<file path="src/rtl/lpnm_pkg.sv">
`default_nettype none
// ----------------------------------------------------------------------------
// lpnm_pkg
// Shared types and constants for the length-prefixed name multi-matcher.
// ----------------------------------------------------------------------------
package lpnm_pkg;

  localparam int FOUND_W = 16;
  localparam int SLOT_W  = 4;
  localparam int CHAR_W  = 6;
  localparam int BYTE_W  = 8;
  localparam int ACT_W   = 5;
  localparam int PRE_W   = 4;

  typedef enum logic [1:0] {
    OP_DEFINE = 2'd0,
    OP_LOAD   = 2'd1,
    OP_SCAN   = 2'd2,
    OP_END    = 2'd3
  } op_t;

  localparam logic KIND_DEFINE = 1'b0;
  localparam logic KIND_FOUND  = 1'b1;
  localparam logic ST_OK       = 1'b0;
  localparam logic ST_REFUSED  = 1'b1;

  typedef struct packed {
    logic                define_en;
    logic                define_ok;
    logic                load_en;
    logic                scan_en;
    logic                end_en;
    logic [SLOT_W-1:0]   slot;
    logic [CHAR_W-1:0]   char_index;
    logic [BYTE_W-1:0]   value;
    logic [BYTE_W-1:0]   name_length;
    logic [ACT_W-1:0]    active_patterns;
  } slot_ctrl_t;

  typedef struct packed {
    logic                clear;
    logic                step;
    logic                define_wr;
    logic                load_wr;
    logic [CHAR_W-1:0]   char_index;
    logic [BYTE_W-1:0]   value;
    logic [BYTE_W-1:0]   name_length;
  } cell_ctrl_t;

  typedef struct packed {
    logic                report_kind;
    logic                define_status;
    logic [FOUND_W-1:0]  found_mask;
  } result_t;

endpackage
`default_nettype wire

</file>
<file path="src/rtl/lpnm_cell.sv">
`default_nettype none
// ----------------------------------------------------------------------------
// lpnm_cell
// One name-character position: stored byte plus shift-and match bit.
// ----------------------------------------------------------------------------
module lpnm_cell import lpnm_pkg::*; #(
  parameter int IDX = 0
) (
  input  logic       clk,
  input  logic       rst,
  input  cell_ctrl_t ctrl,
  input  logic       prev_match,
  output logic       match,
  output logic       term
);

  logic [BYTE_W-1:0] name_byte;
  logic              en;
  logic              last;
  logic              match_next;

  always_ff @(posedge clk) begin
    if (ctrl.load_wr && (BYTE_W'(ctrl.char_index) == BYTE_W'(IDX))) begin
      name_byte <= ctrl.value;
    end
    if (ctrl.define_wr) begin
      en   <= BYTE_W'(IDX) < ctrl.name_length;
      last <= BYTE_W'(IDX + 1) == ctrl.name_length;
    end
  end

  always_comb begin
    match_next = match;
    if (ctrl.clear) begin
      match_next = 1'b0;
    end else if (ctrl.step) begin
      match_next = en && prev_match && (name_byte == ctrl.value);
    end
  end

  always_ff @(posedge clk) begin
    if (rst) begin
      match <= 1'b0;
    end else begin
      match <= match_next;
    end
  end

  assign term = match & last;

endmodule
`default_nettype wire

</file>
<file path="src/rtl/lpnm_slot.sv">
`default_nettype none
// ----------------------------------------------------------------------------
// lpnm_slot
// One pattern slot: length prefix stage followed by a row of name cells.
// ----------------------------------------------------------------------------
module lpnm_slot import lpnm_pkg::*; #(
  parameter int NAME_CHARS = 64,
  parameter int SLOT_IDX   = 0
) (
  input  logic       clk,
  input  logic       rst,
  input  slot_ctrl_t ctrl,
  output logic       hit,
  output logic       valid
);

  logic                  sel;
  logic                  active;
  logic                  step;
  logic                  clear;
  logic [BYTE_W-1:0]     slen;
  logic [BYTE_W-1:0]     prefix;
  logic [PRE_W-1:0]      pre;
  logic [PRE_W-1:0]      pre_next;
  logic [NAME_CHARS-1:0] match;
  logic [NAME_CHARS-1:0] term;
  logic [NAME_CHARS:0]   chain;
  cell_ctrl_t            cctrl;

  assign sel    = ctrl.slot == SLOT_W'(SLOT_IDX);
  assign active = ctrl.active_patterns > ACT_W'(SLOT_IDX);
  assign step   = ctrl.scan_en && active && valid;
  assign clear  = ctrl.end_en || (ctrl.define_en && sel) ||
                  (ctrl.scan_en && !(active && valid));
  assign prefix = slen + BYTE_W'(1);

  always_ff @(posedge clk) begin
    if (rst) begin
      valid <= 1'b0;
    end else if (ctrl.define_en && sel) begin
      valid <= ctrl.define_ok;
    end
  end

  always_ff @(posedge clk) begin
    if (ctrl.define_en && sel && ctrl.define_ok) begin
      slen <= ctrl.name_length;
    end
  end

  // little-endian 32-bit length+1, upper bytes always zero
  always_comb begin
    pre_next[0] = ctrl.value == prefix;
    pre_next[1] = pre[0] && (ctrl.value == '0);
    pre_next[2] = pre[1] && (ctrl.value == '0);
    pre_next[3] = pre[2] && (ctrl.value == '0);
  end

  always_ff @(posedge clk) begin
    if (rst) begin
      pre <= '0;
    end else if (clear) begin
      pre <= '0;
    end else if (step) begin
      pre <= pre_next;
    end
  end

  always_comb begin
    cctrl.clear       = clear;
    cctrl.step        = step;
    cctrl.define_wr   = ctrl.define_en && sel && ctrl.define_ok;
    cctrl.load_wr     = ctrl.load_en && sel;
    cctrl.char_index  = ctrl.char_index;
    cctrl.value       = ctrl.value;
    cctrl.name_length = ctrl.name_length;
  end

  assign chain[0] = pre[PRE_W-1];

  for (genvar i = 0; i < NAME_CHARS; i++) begin : g_cell
    lpnm_cell #(.IDX(i)) u_cell (
      .clk        (clk),
      .rst        (rst),
      .ctrl       (cctrl),
      .prev_match (chain[i]),
      .match      (match[i]),
      .term       (term[i])
    );
    assign chain[i+1] = match[i];
  end

  // terminator byte completes the pattern
  assign hit = step && (ctrl.value == '0) &&
               ((slen == '0) ? pre[PRE_W-1] : (|term));

endmodule
`default_nettype wire

</file>
<file path="config.mk">
export PLATFORM = sky130hd
export DESIGN_NAME = lpnm_slot
export DESIGN_NICKNAME = d
export VERILOG_FILES = /design/src/rtl/lpnm_pkg.sv /design/src/rtl/lpnm_cell.sv /design/src/rtl/lpnm_slot.sv
export SDC_FILE = /design/constraint.sdc
export NUM_CORES = 1
export LEC_CHECK = 0
export BUFFER_PORTS_ARGS = -buffer_cell sky130_fd_sc_hd__buf_2
export CAP_MARGIN = 0
export CELL_PAD_IN_SITES_DETAIL_PLACEMENT = 1
export CELL_PAD_IN_SITES_GLOBAL_PLACEMENT = 2
export CORE_MARGIN = 2
export CORE_UTILIZATION = 46
export DETAILED_ROUTE_END_ITERATION = 7
export GPL_TIMING_DRIVEN = 1
export PLACE_DENSITY_LB_ADDON = 0.1
export SKIP_CTS_REPAIR_TIMING = 1
export SLEW_MARGIN = 20
export SYNTH_ARGS = -nofsm -noshare
export SYNTH_HDL_FRONTEND = slang
export SYNTH_HIERARCHICAL = 1
export SYNTH_SLANG_ARGS = --single-unit
</file>
<file path="constraint.sdc">
create_clock -name clk -period 5 [get_ports clk]
set_input_delay 0.25 -clock clk [delete_from_list [all_inputs] [get_ports clk]]
set_output_delay 0.25 -clock clk [all_outputs]
set_load 0.02 [all_outputs]
</file>
# After elaboration in Yosys (flattened, before gate mapping)
# Cells that the tools add are included.
# Widths: inputs -> output; s select.
[op_classes] n_reduce_logical=213 bitwise=64 addsub=1 n_lt_le_gt_ge=65 n_eq_ne=192 mux=1
[op_table] op="$eq 8x8->1" count=65
[op_table] op="$eq 6x8->1 const A" count=32
[op_table] op="$lt 6x8->1 const A" count=32
[op_table] op="$logic_and 1x1->1" count=204
[op_table] op="$eq 6x6->1 const B" count=32
[op_table] op="$eq 5x8->1 const A" count=16
[op_table] op="$lt 5x8->1 const A" count=16
[op_table] op="$eq 6x5->1 const B" count=16
[op_table] op="$and 1x1->1" count=64
[op_table] op="$eq 4x8->1 const A" count=8
[op_table] op="$lt 4x8->1 const A" count=8
[op_table] op="$reduce_or 64->1" count=1
[op_table] op="$eq 6x4->1 const B" count=8
[op_table] op="$eq 3x8->1 const A" count=4
[op_table] op="$lt 3x8->1 const A" count=4
[op_table] op="$eq 6x3->1 const B" count=4
[op_table] op="$eq 2x8->1 const A" count=2
[op_table] op="$logic_not 8->1" count=2
[op_table] op="$lt 1x8->1 const A" count=2
[op_table] op="$lt 2x8->1 const A" count=2
[op_table] op="$eq 6x2->1 const B" count=2
[op_table] op="$add 8x1->8 const B" count=1
[op_table] op="$eq 1x8->1 const A" count=1
[op_table] op="$eq 7x8->1 const A" count=1
[op_table] op="8 further kinds" count=9
[totals] in_bits=38 elab_cells=795 output_inout_bits=2 reg_bits=717

# Logic depth before layout (Yosys ltp)
# Gate-level depths: netlist (run 1).
[depth] ltp_word=6 depth_mapped=7 depth_no_buf=7

# Modules after synthesis
# Netlist (run 1), hierarchy kept.
[by_module_without_submodules] mod="lpnm_cell at g_cell[17].u_cell ..." area_each_um2=485.5 seq_area_each_um2=320.3 instances=6 cells_each=35
[by_module_without_submodules] mod="lpnm_cell at g_cell[20].u_cell ..." area_each_um2=489.2 seq_area_each_um2=320.3 instances=4 cells_each=35
[by_module_without_submodules] mod="lpnm_cell at g_cell[18].u_cell ..." area_each_um2=491.7 seq_area_each_um2=320.3 instances=3 cells_each=36
[by_module_without_submodules] mod="lpnm_cell at g_cell[11].u_cell ..." area_each_um2=490.5 seq_area_each_um2=320.3 instances=3 cells_each=34
[by_module_without_submodules] mod="lpnm_cell at g_cell[36].u_cell ..." area_each_um2=490.5 seq_area_each_um2=320.3 instances=3 cells_each=35
[by_module_without_submodules] mod="lpnm_cell at g_cell[14].u_cell ..." area_each_um2=480.5 seq_area_each_um2=320.3 instances=3 cells_each=34
[by_module_without_submodules] mod="lpnm_cell at g_cell[49].u_cell ..." area_each_um2=494.2 seq_area_each_um2=320.3 instances=2 cells_each=35
[by_module_without_submodules] mod="lpnm_cell at g_cell[13].u_cell ..." area_each_um2=489.2 seq_area_each_um2=320.3 instances=2 cells_each=34
[by_module_without_submodules] mod="lpnm_cell at g_cell[46].u_cell ..." area_each_um2=488.0 seq_area_each_um2=320.3 instances=2 cells_each=36
[by_module_without_submodules] mod="lpnm_cell at g_cell[35].u_cell ..." area_each_um2=485.5 seq_area_each_um2=320.3 instances=2 cells_each=36
[by_module_without_submodules] mod="lpnm_cell at g_cell[27].u_cell ..." area_each_um2=484.2 seq_area_each_um2=320.3 instances=2 cells_each=34
[by_module_without_submodules] mod="lpnm_cell at g_cell[32].u_cell ..." area_each_um2=484.2 seq_area_each_um2=320.3 instances=2 cells_each=36
[by_module_without_submodules] mod="lpnm_cell at g_cell[16].u_cell ..." area_each_um2=483.0 seq_area_each_um2=320.3 instances=2 cells_each=35
[by_module_without_submodules] mod="lpnm_cell at g_cell[24].u_cell ..." area_each_um2=481.7 seq_area_each_um2=320.3 instances=2 cells_each=35
[by_module_without_submodules] mod="24 more rows"

# Least setup slack after synthesis (run 1)
# No wires, ideal clock.
[synth_timing] path_kind="input to register" startpoint="input ctrl[28] (netlist name)" endpoint="register g_cell[0].u_cell.en (enable)" slack_ps=470 stages=2 arrival_time_ps=4016 t_required_ps=4486 setup_time_ps=514 n_path_buf=0 cell_sequence="nor4_1 > and3_1"
[synth_rtl] element="from (decl)" line_no="lpnm_slot.sv:12" source="input slot_ctrl_t ctrl,"
[synth_rtl] element="to (signal assigned)" line_no="lpnm_cell.sv:27" source="en <= BYTE_W'(IDX) < ctrl.name_length;"
[synth_rtl] element="to (decl)" line_no="lpnm_cell.sv:18" source="logic en;"

# Worst setup path in the final report (run 1)
[layout_timing] startpoint="register g_cell[13].u_cell.match" endpoint="output hit"
[layout_via] elab_chain_cells=4
[layout_lines] element="from (decl)" line_no="lpnm_cell.sv:13" source="output logic match,"
[layout_lines] element="from (signal assigned)" line_no="lpnm_cell.sv:45" source="match <= match_next;"
[layout_lines] element="$and 1x1->1" line_no="lpnm_cell.sv:49" source="assign term = match & last;"
[layout_lines] element="net term[13]" line_no="lpnm_slot.sv:26" source="logic [NAME_CHARS-1:0] term;"
[layout_lines] element="$reduce_or 64->1" line_no="lpnm_slot.sv:95" source="((slen == '0) ? pre[PRE_W-1] : (|term));"
[layout_lines] element="$mux 1" line_no="lpnm_slot.sv:95"
[layout_lines] element="$logic_and 1x1->1" line_no="lpnm_slot.sv:94" source="assign hit = step && (ctrl.value == '0) &&"
[layout_lines] element="to (decl)" line_no="lpnm_slot.sv:13" source="output logic hit,"
# The timed path passes the listed nets, and every way through them passes these cells.

==> flow_summary.yaml, run 1 <==
cells_and_area:
  final_cell_area_um2: 36800
  area.sequential_um2: 20800
  instances_no_fill: 3533
  fin_nets: 2578
  syn_to_final_growth_pct: 14.7
  ratio_of_cells_with_drive_above_1_in_the_final_layout_pct: 13.0
  antenna-diode-count: 0
  fill_cells: 6714
  multiInputGateArea_um2: 11100
global_routing:
  grt_antenna_before_repair: 3
  global_route.usage.met3_pct: 2.74
  via_count_of_the_first_global_routing_pass: 22062
  globalRoute.busiestLayer: "met2"
  grtUsageTotal_pct: 24.8
  grt_util_met2_pct: 41.8
  gr-usage-met1_pct: 34.2
  grt_max_degree: 115
  grt_first_pass_wirelength_um: 135000
  globalRouteOverflowTotal: 0
clock_network:
  clock_latency_of_the_later_clocked_register_in_the_worst_skew_pair_ns: 0.61
  clock_tree.root_cell: "sky130_fd_sc_hd__clkbuf_16"
  ctsHtreeMaxLevel: 3
  cts_sinks: 717
  clk_pin_slew_worst_paths_ns: 0.06
  cts_buffer_depth: 3
  tritoncts: "done"
  inserted_clock_buffers: 79
routing:
  route.antenna.remaining_nets: 0
  vias: 20645
  first_pass_iters: 5
  remaining_drc_errors: 0
  post_drt_wl_per_cell_um: 24.9
  detail_route.wirelength_um: 88000
  detailed_route_iter0_violations: 1527
  drt-vias-per-instance: 5.84
die:
  design.core.area_um2: 68800
  fp-row-count: 96
  dieHeight_um: 268
  start_util_pct: 46.7
  die_area_um2: 72000
  top_level_ports: 40
  die-width_um: 268
yosys:
  synth_top_cell_area_share_pct: 60.6
  synth_commonest_cells: "648 x sky130_fd_sc_hd__edfxtp_1, 517 x sky130_fd_sc_hd__xnor2_1, 222 x sky130_fd_sc_hd__nand4_1"
  synth.area.mux_share_pct: 0
  post_synth_instance_area_um2: 32100
  synth_flop_cell: "sky130_fd_sc_hd__edfxtp_1"
  async_flop_share_pct: 0
  number_of_flops_mapped_to_enable_cells_by_yosys: 648
  synth_top_family_by_area: "simple AND/OR/NAND/NOR gates"
  postSynthNetCount: 2383
  synthMostInstantiatedCell: "sky130_fd_sc_hd__edfxtp_1"
  ys_seq_area_share_pct: 64.9
  most_area_consuming_cells_after_synthesis: "sky130_fd_sc_hd__edfxtp_1 61%, sky130_fd_sc_hd__xnor2_1 14%, sky130_fd_sc_hd__nand4_1 4.3%"
  netlist_instances: 2343
  ys_ff_latch: 717
  synth.distinct_cells: 64
  synth_warnings: 6
  synthSimpleGateAreaFrac_pct: 16.6
  synth_top_cell_by_area: "sky130_fd_sc_hd__edfxtp_1"
  synthesis.area_per_instance_um2: 13.7
  synth_fa_ha_area_share_pct: 0.0779
  post_synth_xor_area_fraction_pct: 14.2
  synth_area_in_compound_gates_pct: 3.39
timing:
  finalClockSkew_ns: 0.00970
  achievable-frequency_ghz: 0.295
  setup_viol_count_final: 0
  hold_slack_ns: 0.00507
  final.period_utilization_pct: 67.8
  max_slew.worst_pin.slew_ns: 1.05
  slew_viol_final: 0
  layout_min_cycle_time_ns: 3.39
  grt_setup_unrepaired: "false"
  final.setup.tns_ns: 0
  hold_violations: 0
  slew_headroom_pct: 29.3
power_and_ir_drop:
  static-leakage-power_uw: 0.0108
  sequentialPowerShare_pct: 49.8
  ir_drop_uv: 313
  power.density_cell_area_nw_per_um2: 356
  report.power.total_uw: 13100
  comb_power_share_pct: 6.4
  power.clock.fraction_pct: 43.8
  power_report.internal_total_uw: 10200
  power.switching_uw: 2920
  power.switching_fraction_pct: 22.2
run_status:
  run_status: "finished clean"
critical_path:
  critical_path.endpoint_type: "primary output"
  reg2reg_depth: 7
  r2r_end: "g_cell[46].u_cell/match"
  timing.critical_path.fanout_max: 3
  setup.worst_path.class: "reg2out"
  crit_path_start_kind: "flop"
  r2r_setup_slack_ns: 2.54
  worst_ep_arrival_time_ns: 3.14
  regToRegStartpoint: "valid"
  cp_data_required_time_ns: 4.75
placed_design:
  buffer_ports.inserted: 39
  dp.cells: 3387
  gp_routability_congestion: 0.743
  dp_hpwl_um: 49400
  dpl_cell_area_um2: 34300
min_path:
  worstHoldPathType: "in2reg"
  holdPathEnd: "valid"
  hold_path.startpoint: "ctrl[35]"
  hold-path-cell-count: 4
run:
  max_cap_violations: 0
[cells by family (layout without fill, tap and decap cells)]
group | count (synthesis) | in the layout
AOI/OAI and AO/OA | 141 | 141
buffers and inverters | 76 | 335
and+or+nand+nor | 886 | 886
DFF | 717 | 717
xor gates and xnor gates | 521 | 521
adders and majority gates | 2 | 2
[power groups by stage]
stage / clock network (uW) / logic [uW] / registers, uW
after floorplan: 0 / 315 / 6660
after global placement: 0 / 806 / 6660
after detailed placement: 0 / 833 / 6660
after CTS: 5880 / 838 / 6540
after global routing: 6080 / 898 / 6530
final: 5750 / 833 / 6540
[flip-flops by register name (all words and copies together), names as in the netlist]
register / cells
pre: 4
g_cell.u_cell/last: 64
g_cell.u_cell/name_byte: 512
slen: 8
valid: 1
g_cell.u_cell/match: 64
g_cell.u_cell/en: 64
[critical path, cell delays in order (launching register included)]
cell and delay [ns]:
sky130_fd_sc_hd__dfxtp_1 0.38, sky130_fd_sc_hd__and2_1 0.17, sky130_fd_sc_hd__nor4_1 0.58, sky130_fd_sc_hd__nand4_1 0.30, sky130_fd_sc_hd__nor4_1 0.62, sky130_fd_sc_hd__a21oi_1 0.26
sky130_fd_sc_hd__buf_2 0.22
[worst max-delay path by stage]
stage,start,end,slack [ns],cells after the start
after floorplan,ctrl[28],g_cell[0].u_cell/en,0.47,2
after global placement,ctrl[28],g_cell[55].u_cell/name_byte[0],1.58,6
after detailed placement,ctrl[28],g_cell[46].u_cell/name_byte[0],1.45,6
after CTS,g_cell[11].u_cell/last,hit,1.53,6
after global routing,g_cell[11].u_cell/last,hit,1.57,6
final,g_cell[13].u_cell/match,hit,1.61,6
[metrics by stage]
| stage | util, % | worst slack [ns] |
|---|---|---|
| after floorplan | - | 0.470 |
| after global placement | 49.8 | 1.58 |
| after detailed placement | 49.8 | 1.45 |
| after CTS | 53.5 | 1.53 |
| after global routing | 53.5 | 1.57 |
| final | 53.5 | 1.61 |
[per-layer routing]
metal,routed length (um),share of wire (%)
met1,40100,46
met4,1650,1.9
met2,42800,49
met3,3440,3.9
met5,0,0
[area by class of cell]
cell class                 count  share of cell area [%]
clock buffer                 112                    5.96
clock inverter                33                   0.958
inverter                      74                   0.761
multi-input combinational   1550                    30.1
timing repair buffer         116                    2.55
tap                          931                    3.16
sequential                   717                    56.6
[cell usage in the layout, fill, tap and decap left out, drive strengths merged, types with 65 or more instances in the layout]
| master | n |
|---|---|
| a31o | 65 |
| nor2 | 139 |
| buf | 115 |
| inv | 76 |
| nand2 | 82 |
| xnor2 | 517 |
| and2 | 66 |
| dfxtp | 69 |
| edfxtp | 648 |
| nand4 | 222 |
| clkbuf | 112 |
| nor3 | 118 |
Note: power is estimated with default switching activity, not from simulation.
==> run 2: changes to the inputs <==
ABC_AREA = 1   (was default)
CORE_UTILIZATION = 40   (was 46)
clock period = 3.4 ns   (was 5 ns; I/O delays follow)
==> run 2 against run 1 <==
  * The run now ends with negative hold slack left
  * Largest cell class unchanged
  * Setup slack got worse by 1.1 ns
  * Sequential share of layout area fell by 8.0 points
  * Largest power group unchanged
  * First-iteration DRC count rose by 0.13%
==> flow_summary.yaml, run 2 <==
run_status:
  run_status: "complete, but fails checks"
  failing_checks: "negative hold slack"
power_and_ir_drop:
  power.density_cell_area_nw_per_um2: 478
  ir_drop_uv: 441
  static-leakage-power_uw: 0.0189
min_path:
  hold_path.startpoint: "ctrl[35]"
  worstHoldPathType: "in2reg"
cells_and_area:
  ratio_of_cells_with_drive_above_1_in_the_final_layout_pct: 9.93
  antenna-diode-count: 0
  syn_to_final_growth_pct: 15.9
  most-common-layout-cells: "1416 x sky130_fd_sc_hd__nand2_1, 972 x sky130_fd_sc_hd__inv_1, 648 x sky130_fd_sc_hd__edfxtp_1"
  layout_commonest_cell: "sky130_fd_sc_hd__nand2_1"
  instances_no_fill: 5900
  largest_register_ffs: 512
  reg_with_most_ffs: "g_cell.u_cell/name_byte"
  fin_nets: 4681
timing:
  finalClockSkew_ns: 0.0144
  grt_setup_unrepaired: "false"
  worst_slack_ns: 0.477
  max_slew.worst_pin.slew_ns: 0.908
  final.setup.tns_ns: 0
  setup_viol_count_final: 0
  hold_violations: 1
  slew_headroom_pct: 39.5
  hold_slack_ns: -0.0356
  achievable-frequency_ghz: 0.342
  layout_min_cycle_time_ns: 2.92
  slew_viol_final: 0
  final.period_utilization_pct: 86.0
die:
  dieHeight_um: 308
  fp-row-count: 111
  design.core.area_um2: 91700
  die-width_um: 308
  die_area_um2: 94900
  start_util_pct: 40.4
  top_level_ports: 40
clock_network:
  ctsHtreeMaxLevel: 3
  clock_latency_of_the_later_clocked_register_in_the_worst_skew_pair_ns: 0.65
  clock_tree.root_cell: "sky130_fd_sc_hd__clkbuf_16"
  cts_sinks: 717
  cts_buffer_depth: 3
  clk_pin_slew_worst_paths_ns: 0.06
  tritoncts: "done"
  inserted_clock_buffers: 85
yosys:
  post_synth_instance_area_um2: 37000
  synth_fa_ha_area_share_pct: 0.0676
  synth_flop_cell: "sky130_fd_sc_hd__edfxtp_1"
  synth_warnings: 6
  ys_ff_latch: 717
  netlist_instances: 4386
  postSynthNetCount: 4426
  synth_top_family_by_area: "simple AND/OR/NAND/NOR gates"
  synth.distinct_cells: 37
  post_synth_xor_area_fraction_pct: 4.02
  async_flop_share_pct: 0
  synth_area_in_compound_gates_pct: 1.88
  ys_seq_area_share_pct: 56.3
  number_of_flops_mapped_to_enable_cells_by_yosys: 648
  synthSimpleGateAreaFrac_pct: 27.8
  synth_top_cell_area_share_pct: 52.6
  synthesis.area_per_instance_um2: 8.43
  most_area_consuming_cells_after_synthesis: "sky130_fd_sc_hd__edfxtp_1 53%, sky130_fd_sc_hd__nand2_1 14%, sky130_fd_sc_hd__inv_1 9.9%"
  synthMostInstantiatedCell: "sky130_fd_sc_hd__nand2_1"
  synth_commonest_cells: "1416 x sky130_fd_sc_hd__nand2_1, 973 x sky130_fd_sc_hd__inv_1, 648 x sky130_fd_sc_hd__edfxtp_1"
  synth_top_cell_by_area: "sky130_fd_sc_hd__edfxtp_1"
  synth.area.mux_share_pct: 0
routing:
  drt-vias-per-instance: 4.83
  post_drt_wl_per_cell_um: 17.8
  remaining_drc_errors: 0
  first_pass_iters: 5
  vias: 28524
  detail_route.wirelength_um: 105000
  detailed_route_iter0_violations: 1529
  route.antenna.remaining_nets: 0
placed_design:
  gp_routability_congestion: 0.750
  dp_hpwl_um: 62400
  dp.cells: 5732
  dpl_worst_slack_ns: 1.06
  buffer_ports.inserted: 39
critical_path:
  crit_path_start_kind: "flop"
  worst_ep_arrival_time_ns: 2.75
  worstSetupStartpoint: "g_cell[20].u_cell/last"
  critical_path.endpoint_type: "primary output"
  regToRegStartpoint: "valid"
  timing.critical_path.fanout_max: 1
  setup.worst_path.class: "reg2out"
  cp_data_required_time_ns: 3.23
global_routing:
  grt_first_pass_wirelength_um: 165000
  grt_antenna_before_repair: 2
  grtUsageTotal_pct: 22.4
  grt_max_degree: 114
  globalRouteOverflowTotal: 0
  via_count_of_the_first_global_routing_pass: 29248
run:
  max_cap_violations: 0
run 2: path summary, 6_finish.rpt:
kind / to / slack (ns) / cells after the start
worst max-delay path: hit / 0.48 / 9
worst max register to register: g_cell[12].u_cell/match / 1.12 / 9
worst min-delay path: valid / -0.04 / 4
worst min register to register: pre[1] / 0.46 / 2
run 2: per-stage QoR:
stage          util [%]  hold WS (ns)  total power [uW]  area, um^2
5_1_grt            46.8       0.00975             21200       42900
3_5_place_dp       43.5         0.458             11200       39900
2_1_floorplan         -         0.239             10300       37000
3_3_place_gp       43.5         0.453             11100       39900
4_1_cts            46.7        -0.169             20800       42800
6_report           46.8       -0.0356             20500       42900
run 2: layout make-up:
| type | instances | area [um^2] |
|---|---|---|
| multi-input combinational | 2691 | 12500 |
| tap | 1186 | 1480 |
| clock buffer | 120 | 2410 |
| sequential | 717 | 20800 |
| fill | 10808 | 48800 |
| clock inverter | 40 | 470 |
| timing repair buffer | 168 | 1500 |
| inverter | 978 | 3670 |
run 2: per-layer routing:
layer	part of all wire, %	vias to the layer above	routed length [um]	global-route usage [%]
li1	-	14200	-	-
met1	47	13781	49100	29.9
met2	48	436	50000	38.4
met3	3.8	107	4030	3.05
met4	1.6	0	1710	5.37
met5	0	-	0	0
run 2: logic make-up after synthesis:
logic type / count (synthesis)
buf+inv: 978
compound gates: 114
fa+ha+maj: 2
flops: 717
simple gates: 2405
xor+xnor: 170
run 2: critical path, stage by stage, from the launching register on:
cell	delay [ns]
sky130_fd_sc_hd__edfxtp_1	0.38
sky130_fd_sc_hd__nand2_1	0.10
sky130_fd_sc_hd__inv_1	0.04
sky130_fd_sc_hd__nor2_1	0.14
sky130_fd_sc_hd__nand4_1	0.20
sky130_fd_sc_hd__nor3_1	0.59
sky130_fd_sc_hd__nand3_1	0.16
sky130_fd_sc_hd__nand2_1	0.26
sky130_fd_sc_hd__inv_1	0.07
sky130_fd_sc_hd__buf_2	0.16
run 2: power breakdown:
group / internal, uW / switching (uW)
logic: 368 / 1010
registers: 9610 / 7.43
clock network: 5710 / 3780
